==> src/rtl/gsa_pkg.sv <==
package gsa_pkg;

  localparam int ADDR_W  = 16;
  localparam int LEN_W   = 8;
  localparam int SLOT_W  = 4;
  localparam int CFP_W   = 5;
  localparam int CNT_W   = 3;

  typedef enum logic [1:0] {
    CMD_ADD   = 2'd0,
    CMD_CLEAR = 2'd1,
    CMD_EMIT  = 2'd2,
    CMD_RSVD  = 2'd3
  } cmd_code_t;

  localparam logic [1:0] ST_OK        = 2'd0;
  localparam logic [1:0] ST_PRESENT   = 2'd1;
  localparam logic [1:0] ST_INVALID   = 2'd2;
  localparam logic [1:0] ST_TOO_LARGE = 2'd3;

  typedef struct packed {
    logic [ADDR_W-1:0] addr;
    logic [SLOT_W-1:0] start;
    logic [SLOT_W-1:0] len;
    logic              dir;
  } entry_t;

  typedef enum logic [2:0] {
    OP_NONE,
    OP_CAPTURE,
    OP_REPORT,
    OP_CLEAR,
    OP_COMMIT,
    OP_SCAN_NEXT,
    OP_EMIT
  } dp_op_t;

  typedef struct packed {
    dp_op_t     op;
    logic [1:0] status;
    logic       zero_count;
  } dp_cmd_t;

  typedef struct packed {
    cmd_code_t code;
    logic      len_bad;
    logic      no_room;
    logic      scan_end;
    logic      match;
    logic      emit_empty;
    logic      out_last;
  } dp_stat_t;

  typedef struct packed {
    logic [1:0]        status;
    logic              entry_valid;
    logic [CNT_W-1:0]  entry_index;
    logic [ADDR_W-1:0] entry_address;
    logic [SLOT_W-1:0] entry_start_slot;
    logic [SLOT_W-1:0] entry_length;
    logic              entry_direction;
    logic [CNT_W-1:0]  entry_count;
    logic [CFP_W-1:0]  cfp_start;
    logic              last;
  } out_t;

endpackage

==> src/rtl/gsa_in_if.sv <==
interface gsa_in_if import gsa_pkg::*; ();
  logic              valid;
  logic              ready;
  logic [1:0]        cmd;
  logic [ADDR_W-1:0] short_addr;
  logic [LEN_W-1:0]  slot_length;
  logic              direction;

  modport source (output valid, cmd, short_addr, slot_length, direction, input ready);
  modport sink (input valid, cmd, short_addr, slot_length, direction, output ready);
endinterface

==> src/rtl/gsa_out_if.sv <==
interface gsa_out_if import gsa_pkg::*; ();
  logic              valid;
  logic              ready;
  logic [1:0]        status;
  logic              entry_valid;
  logic [CNT_W-1:0]  entry_index;
  logic [ADDR_W-1:0] entry_address;
  logic [SLOT_W-1:0] entry_start_slot;
  logic [SLOT_W-1:0] entry_length;
  logic              entry_direction;
  logic [CNT_W-1:0]  entry_count;
  logic [CFP_W-1:0]  cfp_start;
  logic              last;

  modport source (output valid, status, entry_valid, entry_index, entry_address,
                  entry_start_slot, entry_length, entry_direction, entry_count,
                  cfp_start, last, input ready);
  modport sink (input valid, status, entry_valid, entry_index, entry_address,
                entry_start_slot, entry_length, entry_direction, entry_count,
                cfp_start, last, output ready);
endinterface

==> src/rtl/gsa_cfg_if.sv <==
interface gsa_cfg_if;
  logic valid;
  logic ready;
  logic gts_permit;

  modport source (output valid, gts_permit, input ready);
  modport sink (input valid, gts_permit, output ready);
endinterface

==> src/rtl/gsa_dpath.sv <==
module gsa_dpath import gsa_pkg::*; #(
  parameter int MAX_ENTRIES = 7,
  parameter int LAST_SLOT   = 15
) (
  input  logic              clk,
  input  logic              rst_n,
  input  logic [1:0]        in_cmd,
  input  logic [ADDR_W-1:0] in_short_addr,
  input  logic [LEN_W-1:0]  in_slot_length,
  input  logic              in_direction,
  input  logic              cfg_we,
  input  logic              cfg_permit,
  input  dp_cmd_t           dcmd,
  output dp_stat_t          dstat,
  output out_t              out_data
);

  localparam int AW = (MAX_ENTRIES > 1) ? $clog2(MAX_ENTRIES) : 1;
  localparam logic [CFP_W-1:0] CFP_RESET = CFP_W'(LAST_SLOT + 1);

  entry_t            tbl_r [MAX_ENTRIES];
  logic [CNT_W-1:0]  count_r;
  logic [CFP_W-1:0]  cfp_r;
  logic              permit_r;
  cmd_code_t         code_r;
  logic [ADDR_W-1:0] addr_r;
  logic [LEN_W-1:0]  len_r;
  logic              dir_r;
  logic [CNT_W-1:0]  idx_r;
  out_t              out_r;
  out_t              out_nxt;

  entry_t            cur;
  logic [CFP_W-1:0]  cfp_nxt;

  assign cur     = tbl_r[idx_r[AW-1:0]];
  assign cfp_nxt = cfp_r - len_r[CFP_W-1:0];

  always_comb begin
    dstat.code       = code_r;
    dstat.len_bad    = (len_r == '0) || (len_r > LEN_W'(LAST_SLOT));
    // One slot must remain for the contention access period.
    dstat.no_room    = (count_r >= CNT_W'(MAX_ENTRIES)) ||
                       ({{(LEN_W+1-CFP_W){1'b0}}, cfp_r} < ({1'b0, len_r} + 9'd1));
    dstat.scan_end   = (idx_r == count_r);
    dstat.match      = (cur.addr == addr_r) && (cur.dir == dir_r);
    dstat.emit_empty = !permit_r || (count_r == '0);
    dstat.out_last   = out_r.last;
  end

  assign out_data = out_r;

  always_comb begin
    out_nxt = out_r;
    case (dcmd.op)
      OP_REPORT: begin
        out_nxt             = '0;
        out_nxt.status      = dcmd.status;
        out_nxt.entry_count = dcmd.zero_count ? '0 : count_r;
        out_nxt.cfp_start   = cfp_r;
        out_nxt.last        = 1'b1;
      end
      OP_CLEAR: begin
        out_nxt           = '0;
        out_nxt.status    = ST_OK;
        out_nxt.cfp_start = CFP_RESET;
        out_nxt.last      = 1'b1;
      end
      OP_COMMIT: begin
        out_nxt             = '0;
        out_nxt.status      = ST_OK;
        out_nxt.entry_count = count_r + 3'd1;
        out_nxt.cfp_start   = cfp_nxt;
        out_nxt.last        = 1'b1;
      end
      OP_EMIT: begin
        out_nxt.status           = ST_OK;
        out_nxt.entry_valid      = 1'b1;
        out_nxt.entry_index      = idx_r;
        out_nxt.entry_address    = cur.addr;
        out_nxt.entry_start_slot = cur.start;
        out_nxt.entry_length     = cur.len;
        out_nxt.entry_direction  = cur.dir;
        out_nxt.entry_count      = count_r;
        out_nxt.cfp_start        = cfp_r;
        out_nxt.last             = (idx_r + 3'd1 == count_r);
      end
      default: begin
      end
    endcase
  end

  always_ff @(posedge clk) begin
    if (!rst_n) begin
      count_r  <= '0;
      cfp_r    <= CFP_RESET;
      permit_r <= 1'b1;
    end else begin
      if (cfg_we) begin
        permit_r <= cfg_permit;
      end
      case (dcmd.op)
        OP_CLEAR: begin
          count_r <= '0;
          cfp_r   <= CFP_RESET;
        end
        OP_COMMIT: begin
          count_r <= count_r + 3'd1;
          cfp_r   <= cfp_nxt;
        end
        default: begin
        end
      endcase
    end
  end

  always_ff @(posedge clk) begin
    out_r <= out_nxt;
    case (dcmd.op)
      OP_CAPTURE: begin
        code_r <= cmd_code_t'(in_cmd);
        addr_r <= in_short_addr;
        len_r  <= in_slot_length;
        dir_r  <= in_direction;
        idx_r  <= '0;
      end
      OP_COMMIT: begin
        tbl_r[count_r[AW-1:0]] <= '{addr: addr_r, start: cfp_nxt[SLOT_W-1:0],
                                    len: len_r[SLOT_W-1:0], dir: dir_r};
      end
      OP_SCAN_NEXT: begin
        idx_r <= idx_r + 3'd1;
      end
      OP_EMIT: begin
        idx_r <= idx_r + 3'd1;
      end
      default: begin
      end
    endcase
  end

endmodule

==> src/rtl/gsa_ctrl.sv <==
module gsa_ctrl import gsa_pkg::*; (
  input  logic     clk,
  input  logic     rst_n,
  input  logic     in_valid,
  output logic     in_ready,
  output logic     out_valid,
  input  logic     out_ready,
  output dp_cmd_t  dcmd,
  input  dp_stat_t dstat
);

  typedef enum logic [2:0] {
    S_IDLE,
    S_DECODE,
    S_SCAN,
    S_EMIT,
    S_EOUT,
    S_OUT
  } state_t;

  state_t state_r, state_nxt;

  always_ff @(posedge clk) begin
    if (!rst_n) begin
      state_r <= S_IDLE;
    end else begin
      state_r <= state_nxt;
    end
  end

  assign in_ready  = (state_r == S_IDLE);
  assign out_valid = (state_r == S_OUT) || (state_r == S_EOUT);

  always_comb begin
    state_nxt       = state_r;
    dcmd.op         = OP_NONE;
    dcmd.status     = ST_OK;
    dcmd.zero_count = 1'b0;
    case (state_r)
      S_IDLE: begin
        if (in_valid) begin
          dcmd.op   = OP_CAPTURE;
          state_nxt = S_DECODE;
        end
      end
      S_DECODE: begin
        state_nxt = S_OUT;
        case (dstat.code)
          CMD_ADD: begin
            if (dstat.len_bad) begin
              dcmd.op     = OP_REPORT;
              dcmd.status = ST_INVALID;
            end else if (dstat.no_room) begin
              dcmd.op     = OP_REPORT;
              dcmd.status = ST_TOO_LARGE;
            end else begin
              state_nxt = S_SCAN;
            end
          end
          CMD_CLEAR: begin
            dcmd.op = OP_CLEAR;
          end
          CMD_EMIT: begin
            if (dstat.emit_empty) begin
              dcmd.op         = OP_REPORT;
              dcmd.zero_count = 1'b1;
            end else begin
              state_nxt = S_EMIT;
            end
          end
          default: begin
            dcmd.op     = OP_REPORT;
            dcmd.status = ST_INVALID;
          end
        endcase
      end
      S_SCAN: begin
        // Walk the stored entries one per cycle looking for a duplicate.
        if (dstat.scan_end) begin
          dcmd.op   = OP_COMMIT;
          state_nxt = S_OUT;
        end else if (dstat.match) begin
          dcmd.op     = OP_REPORT;
          dcmd.status = ST_PRESENT;
          state_nxt   = S_OUT;
        end else begin
          dcmd.op = OP_SCAN_NEXT;
        end
      end
      S_EMIT: begin
        dcmd.op   = OP_EMIT;
        state_nxt = S_EOUT;
      end
      S_EOUT: begin
        if (out_ready) begin
          state_nxt = dstat.out_last ? S_IDLE : S_EMIT;
        end
      end
      S_OUT: begin
        if (out_ready) begin
          state_nxt = S_IDLE;
        end
      end
      default: begin
        state_nxt = S_IDLE;
      end
    endcase
  end

endmodule

==> src/rtl/gts_slot_allocator.sv <==
// Guaranteed-time-slot table for a superframe coordinator.
// The in_ch channel takes one command per transaction: add an entry for a
// device address and direction, clear the table, or emit the stored list.
// Every add, clear or reserved command returns one transaction on out_ch;
// an emit returns one transaction per stored entry in insertion order, or a
// single empty one when the permit is off or the table is empty. The last
// flag marks the final result of a command.
// The cfg_ch channel writes the one-bit GTS permit and is always ready.
// Commands are handled one at a time; in_ch.ready is high only when idle.
// A clear or a rejected add goes from decode straight to its result. An add
// scans the table one entry per cycle for a duplicate before it commits.
// An emit registers one result at a time and prepares the next only after
// the previous one is accepted. The next command is taken in the cycle after the
// last result of a command is accepted. With a stalled receiver the result
// is held on out_ch and no new command is taken.
// Reset empties the table, puts the contention-free period start at
// LAST_SLOT + 1 and sets the permit.
module gts_slot_allocator import gsa_pkg::*; #(
  parameter int MAX_ENTRIES = 7,
  parameter int LAST_SLOT   = 15
) (
  input logic      clk,
  input logic      rst_n,
  gsa_in_if.sink   in_ch,
  gsa_out_if.source out_ch,
  gsa_cfg_if.sink  cfg_ch
);

  dp_cmd_t  dcmd;
  dp_stat_t dstat;
  out_t     out_data;

  assign cfg_ch.ready = 1'b1;

  gsa_ctrl u_ctrl (
    .clk       (clk),
    .rst_n     (rst_n),
    .in_valid  (in_ch.valid),
    .in_ready  (in_ch.ready),
    .out_valid (out_ch.valid),
    .out_ready (out_ch.ready),
    .dcmd      (dcmd),
    .dstat     (dstat)
  );

  gsa_dpath #(
    .MAX_ENTRIES (MAX_ENTRIES),
    .LAST_SLOT   (LAST_SLOT)
  ) u_dpath (
    .clk            (clk),
    .rst_n          (rst_n),
    .in_cmd         (in_ch.cmd),
    .in_short_addr  (in_ch.short_addr),
    .in_slot_length (in_ch.slot_length),
    .in_direction   (in_ch.direction),
    .cfg_we         (cfg_ch.valid),
    .cfg_permit     (cfg_ch.gts_permit),
    .dcmd           (dcmd),
    .dstat          (dstat),
    .out_data       (out_data)
  );

  assign out_ch.status           = out_data.status;
  assign out_ch.entry_valid      = out_data.entry_valid;
  assign out_ch.entry_index      = out_data.entry_index;
  assign out_ch.entry_address    = out_data.entry_address;
  assign out_ch.entry_start_slot = out_data.entry_start_slot;
  assign out_ch.entry_length     = out_data.entry_length;
  assign out_ch.entry_direction  = out_data.entry_direction;
  assign out_ch.entry_count      = out_data.entry_count;
  assign out_ch.cfp_start        = out_data.cfp_start;
  assign out_ch.last             = out_data.last;

endmodule

==> src/flat_wrapper.sv <==
// flat-port wrapper written by rule: the top's interface ports become plain ports
module gts_slot_allocator_flat import gsa_pkg::*;
#(
  parameter int MAX_ENTRIES = 7,
  parameter int LAST_SLOT   = 15
)
  (clk, rst_n, in_ch_valid, in_ch_cmd, in_ch_short_addr, in_ch_slot_length, in_ch_direction, in_ch_ready, out_ch_valid, out_ch_status, out_ch_entry_valid, out_ch_entry_index, out_ch_entry_address, out_ch_entry_start_slot, out_ch_entry_length, out_ch_entry_direction, out_ch_entry_count, out_ch_cfp_start, out_ch_last, out_ch_ready, cfg_ch_valid, cfg_ch_gts_permit, cfg_ch_ready);
  gsa_in_if in_ch_i ();
  gsa_out_if out_ch_i ();
  gsa_cfg_if cfg_ch_i ();
  input logic clk;
  input logic rst_n;
  input wire logic [$bits(in_ch_i.valid)-1:0] in_ch_valid;
  input wire logic [$bits(in_ch_i.cmd)-1:0] in_ch_cmd;
  input wire logic [$bits(in_ch_i.short_addr)-1:0] in_ch_short_addr;
  input wire logic [$bits(in_ch_i.slot_length)-1:0] in_ch_slot_length;
  input wire logic [$bits(in_ch_i.direction)-1:0] in_ch_direction;
  output wire logic [$bits(in_ch_i.ready)-1:0] in_ch_ready;
  output wire logic [$bits(out_ch_i.valid)-1:0] out_ch_valid;
  output wire logic [$bits(out_ch_i.status)-1:0] out_ch_status;
  output wire logic [$bits(out_ch_i.entry_valid)-1:0] out_ch_entry_valid;
  output wire logic [$bits(out_ch_i.entry_index)-1:0] out_ch_entry_index;
  output wire logic [$bits(out_ch_i.entry_address)-1:0] out_ch_entry_address;
  output wire logic [$bits(out_ch_i.entry_start_slot)-1:0] out_ch_entry_start_slot;
  output wire logic [$bits(out_ch_i.entry_length)-1:0] out_ch_entry_length;
  output wire logic [$bits(out_ch_i.entry_direction)-1:0] out_ch_entry_direction;
  output wire logic [$bits(out_ch_i.entry_count)-1:0] out_ch_entry_count;
  output wire logic [$bits(out_ch_i.cfp_start)-1:0] out_ch_cfp_start;
  output wire logic [$bits(out_ch_i.last)-1:0] out_ch_last;
  input wire logic [$bits(out_ch_i.ready)-1:0] out_ch_ready;
  input wire logic [$bits(cfg_ch_i.valid)-1:0] cfg_ch_valid;
  input wire logic [$bits(cfg_ch_i.gts_permit)-1:0] cfg_ch_gts_permit;
  output wire logic [$bits(cfg_ch_i.ready)-1:0] cfg_ch_ready;
  assign in_ch_i.valid = in_ch_valid;
  assign in_ch_i.cmd = in_ch_cmd;
  assign in_ch_i.short_addr = in_ch_short_addr;
  assign in_ch_i.slot_length = in_ch_slot_length;
  assign in_ch_i.direction = in_ch_direction;
  assign in_ch_ready = in_ch_i.ready;
  assign out_ch_valid = out_ch_i.valid;
  assign out_ch_status = out_ch_i.status;
  assign out_ch_entry_valid = out_ch_i.entry_valid;
  assign out_ch_entry_index = out_ch_i.entry_index;
  assign out_ch_entry_address = out_ch_i.entry_address;
  assign out_ch_entry_start_slot = out_ch_i.entry_start_slot;
  assign out_ch_entry_length = out_ch_i.entry_length;
  assign out_ch_entry_direction = out_ch_i.entry_direction;
  assign out_ch_entry_count = out_ch_i.entry_count;
  assign out_ch_cfp_start = out_ch_i.cfp_start;
  assign out_ch_last = out_ch_i.last;
  assign out_ch_i.ready = out_ch_ready;
  assign cfg_ch_i.valid = cfg_ch_valid;
  assign cfg_ch_i.gts_permit = cfg_ch_gts_permit;
  assign cfg_ch_ready = cfg_ch_i.ready;
  gts_slot_allocator #(.MAX_ENTRIES(MAX_ENTRIES), .LAST_SLOT(LAST_SLOT)) u_core (.clk(clk), .rst_n(rst_n), .in_ch(in_ch_i), .out_ch(out_ch_i), .cfg_ch(cfg_ch_i));
endmodule
==> config.mk <==
export PLATFORM = sky130hd
export DESIGN_NAME = gts_slot_allocator_flat
export DESIGN_NICKNAME = d
export VERILOG_FILES = /design/src/rtl/gsa_pkg.sv /design/src/rtl/gsa_in_if.sv /design/src/rtl/gsa_out_if.sv /design/src/rtl/gsa_cfg_if.sv /design/src/rtl/gsa_dpath.sv /design/src/rtl/gsa_ctrl.sv /design/src/rtl/gts_slot_allocator.sv /design/src/flat_wrapper.sv
export SDC_FILE = /design/constraint.sdc
export NUM_CORES = 1
export LEC_CHECK = 0
export ABC_AREA = 0
export BUFFER_PORTS_ARGS = -buffer_cell sky130_fd_sc_hd__buf_2
export CORE_MARGIN = 2
export CORE_UTILIZATION = 54
export DETAILED_ROUTE_END_ITERATION = 10
export PLACE_DENSITY_LB_ADDON = 0.25
export SETUP_SLACK_MARGIN = 0.02
export SYNTH_ARGS = -nofsm -noshare
export SYNTH_HDL_FRONTEND = slang
export SYNTH_SLANG_ARGS = --single-unit
==> constraint.sdc <==
create_clock -name clk -period 4.79 [get_ports clk]
set_input_delay 1.1975 -clock clk [delete_from_list [all_inputs] [get_ports clk]]
set_output_delay 1.1975 -clock clk [all_outputs]
set_load 0.02 [all_outputs]
==> results.ini <==
[outcome]
status = finished clean

[floorplanning]
num_rows = 51
die_h_um = 144.4
core-area_sq_um = 19400
die_area_sq_um = 20840
start_util_pct = 54.85
die_x_um = 144.4
pin_count = 76

[sta]
hold_viol = 0
post-route-min-period_ps = 3964
fin_ws_ps = 826.2
finalCritPeriodShare_pct = 82.75
fmax_mhz = 252.3
finalSetupViolations = 0
worstMarginPinSlew_ps = 1073
rsz0062_at_grt = no
setup_tns_ps = 0
maxSlewViolCount = 0
final.setup_skew_ps = 7.308
maxSlewHeadroom_pct = 28.38

[clock_network]
holdBufCountCts = 0
cts-buffers-inserted = 27
cts_htree_levels = 1
post_cts_resized = 0
clk_path_buf_depth = 3
clk_pin_slew_ps = 60
cts_setup_buffers = 0
root_buffer = clkbuf_16
cts_tree = done
clkSinkCount = 260
clock_latency_ps = 520

[cells_and_area]
fin_util_pct = 62.92
area_growth_pct = 14.71
mostFrequentLayoutCells = edfxtp_1, buf_2, mux2i_1
stdcell_area_sq_um = 12210
layout_commonest_cell = edfxtp_1
nets = 775
drive_gt1_share_pct = 23.89
diodes = 0

[power_and_ir_drop]
combPwrFrac_pct = 7.8
leakage_nw = 4.258
power_mw = 5.094
power_switching_share_pct = 21.95
power_switching_mw = 1.118
clockPowerShare_pct = 40.4
p_per_area_nw_per_um2 = 417.3
cell_internal_pwr_mw = 3.975
p_seq_share_pct = 51.8
ir_drop_mv = 0.2900

[drt]
antenna_left = 0
drt_wl_total_um = 21220
dr.pass1.iters = 5
wl_per_cell_um = 21.01
initialDrtViolationCount = 464
drc = 0
via_count = 5808
routed_via_density = 5.750

[synthesis]
ys_warn_count = 0
synth_ff_type = edfxtp_1
ys_types = 61
async_reset_ff_share_pct = 0
syn_nets = 688
ys_seq_elements = 260
synth.avg_cell_area_sq_um = 16.65
yosysSeqAreaShare_pct = 71.97
syn_area_sq_um = 10640
synth_edf_count = 245
syn_inst = 639

[place]
dpl_worst_slack_ps = 838.3
port_buffers = 74
gp_congestion = 0.8306
place_area_sq_um = 11320
place_hpwl_um = 12900

[global_routing]
grt-ovfl-total = 0
antenna_found_initial = 1
grt_pass1_vias = 6009
grt_max_degree = 42
grt_pass1_wl_um = 32520
grt_usage_pct = 20.81

[setup_path]
rrSetupSlack_ps = 830
end_kind = flop
cp.required_ps = 4960
start_kind = flop
path_max_fanout = 41
arrival_ps = 4130
path_class = flop to flop

[run]
maxCapViolations = 0

[hold_path]
hold_class = flop to flop

==> layout make-up <==
cell class,count,area (sq um)
Sequential cell,260,7661
Fill cell,1430,7193
Multi-Input combinational cell,331,2775
Clock buffer,31,690.7
Timing Repair Buffer,88,488.0
Tap cell,265,331.6
Clock inverter,17,191.4
Inverter,18,67.56
==> final timing paths <==
path                                start                     endpoint  depth (start not counted)
setup reg to reg                     flop  u_core.u_dpath.out_data[11]                          9
hold / removal    u_core.u_dpath.permit_r      u_core.u_dpath.permit_r                          2
hold reg to reg   u_core.u_dpath.permit_r      u_core.u_dpath.permit_r                          2
setup / recovery                     flop  u_core.u_dpath.out_data[11]                          9
==> per-stage QoR <==
step / std cells / hold slack [ps]
after floorplan: 639 / 434.6
after global placement: 962 / 475.8
after detailed placement: 962 / 518.6
after CTS: 1010 / 540.1
after global routing: 1010 / 600.7
final: 1010 / 535.9
==> kinds of logic (layout without fill, tap and decap cells) <==
| kind of cell | after synthesis | after routing | share of synthesized area, % |
|---|---|---|---|
| flops | 260 | 260 | 71.97 |
| mux | 79 | 79 | 9.595 |
| fa+ha+maj | 16 | 16 | 1.952 |
| simple gates | 128 | 128 | 6.620 |
| buf+inv | 48 | 154 | 2.175 |
| compound gates | 81 | 81 | 5.515 |
| xor+xnor | 26 | 26 | 2.140 |
| other cells | 1 | 1 | 0.03524 |
==> layer usage <==
metal | vias up | part of all wire [%] | track usage [%] | routed length [um]
li1 | 2630 | - | - | -
met1 | 2954 | 43 | 28.15 | 9090
met2 | 196 | 50 | 35.74 | 10590
met3 | 28 | 5.7 | 3.245 | 1203
met4 | 0 | 1.6 | 5.161 | 333
met5 | - | 0 | 0 | 0
==> registers in the layout, summed over array words and instances, names as in the netlist, named ones only <==
| name | cells |
|---|---|
| u_core.u_dpath.count_r | 3 |
| u_core.u_dpath.permit_r | 1 |
| u_core.u_dpath.tbl_r | 175 |
| u_core.u_dpath.dstat | 1 |
| u_core.u_dpath.dir_r | 1 |
| u_core.u_dpath.code_r | 2 |
| u_core.u_dpath.idx_r | 3 |
| u_core.u_dpath.len_r | 8 |
| u_core.u_ctrl.state_r | 3 |
| u_core.u_dpath.addr_r | 16 |
| u_core.u_dpath.out_data | 39 |
| u_core.u_dpath.cfp_r | 5 |
==> power by group through the flow <==
stage                     combinational [mW]  sequential (mW)  clock, mW
after floorplan                        0.269             2.68          0
after CTS                              0.403             2.64       2.10
final                                  0.397             2.64       2.06
after detailed placement               0.400             2.69          0
after global routing                   0.432             2.65       2.18
after global placement                 0.389             2.68          0
==> cells in the mapped netlist (2+ instances only) <==
| library cell | number | share of area [%] |
|---|---|---|
| nand3_1 | 5 | 0.24 |
| o2bb2ai_1 | 3 | 0.25 |
| a21o_1 | 2 | 0.14 |
| a31oi_1 | 6 | 0.35 |
| buf_4 | 4 | 0.28 |
| o22ai_1 | 8 | 0.47 |
| a22oi_1 | 2 | 0.14 |
| nor3_2 | 2 | 0.19 |
| dfxtp_1 | 15 | 2.8 |
| a211oi_1 | 9 | 0.63 |
| a21oi_1 | 7 | 0.33 |
| or4_1 | 2 | 0.14 |
| o21ai_0 | 14 | 0.66 |
| inv_1 | 18 | 0.63 |
| nand2b_1 | 8 | 0.47 |
| and3_1 | 4 | 0.24 |
| o21a_1 | 4 | 0.28 |
| nor2_1 | 28 | 0.99 |
| mux4_2 | 16 | 3.4 |
| clkbuf_1 | 16 | 0.56 |
| edfxtp_1 | 245 | 69 |
| nand2_1 | 22 | 0.78 |
| nor2b_1 | 18 | 1.1 |
| buf_6 | 4 | 0.42 |
| mux2_1 | 11 | 1.2 |
| nor3_1 | 13 | 0.61 |
| buf_2 | 5 | 0.24 |
| and4_1 | 4 | 0.33 |
| mux2i_1 | 39 | 3.7 |
| ha_1 | 15 | 1.8 |
| a211o_1 | 4 | 0.33 |
| xnor2_1 | 18 | 1.5 |
| xor2_1 | 8 | 0.66 |
| a22o_1 | 6 | 0.49 |
| mux2_2 | 13 | 1.4 |
| or2_2 | 2 | 0.12 |
| and2_1 | 13 | 0.76 |
| o211ai_1 | 3 | 0.21 |
==> worst max-delay path, cell delays in order, from the launching register on <==
cell and delay [ps]:
dfxtp_4 740, mux2_1 400, mux4_2 490, xor2_1 150
nor4_1 450, and4_1 370, nand3_1 110, or2_2 330
o211ai_1 120, buf_4 400
Note: power is estimated with default switching activity, not from simulation.
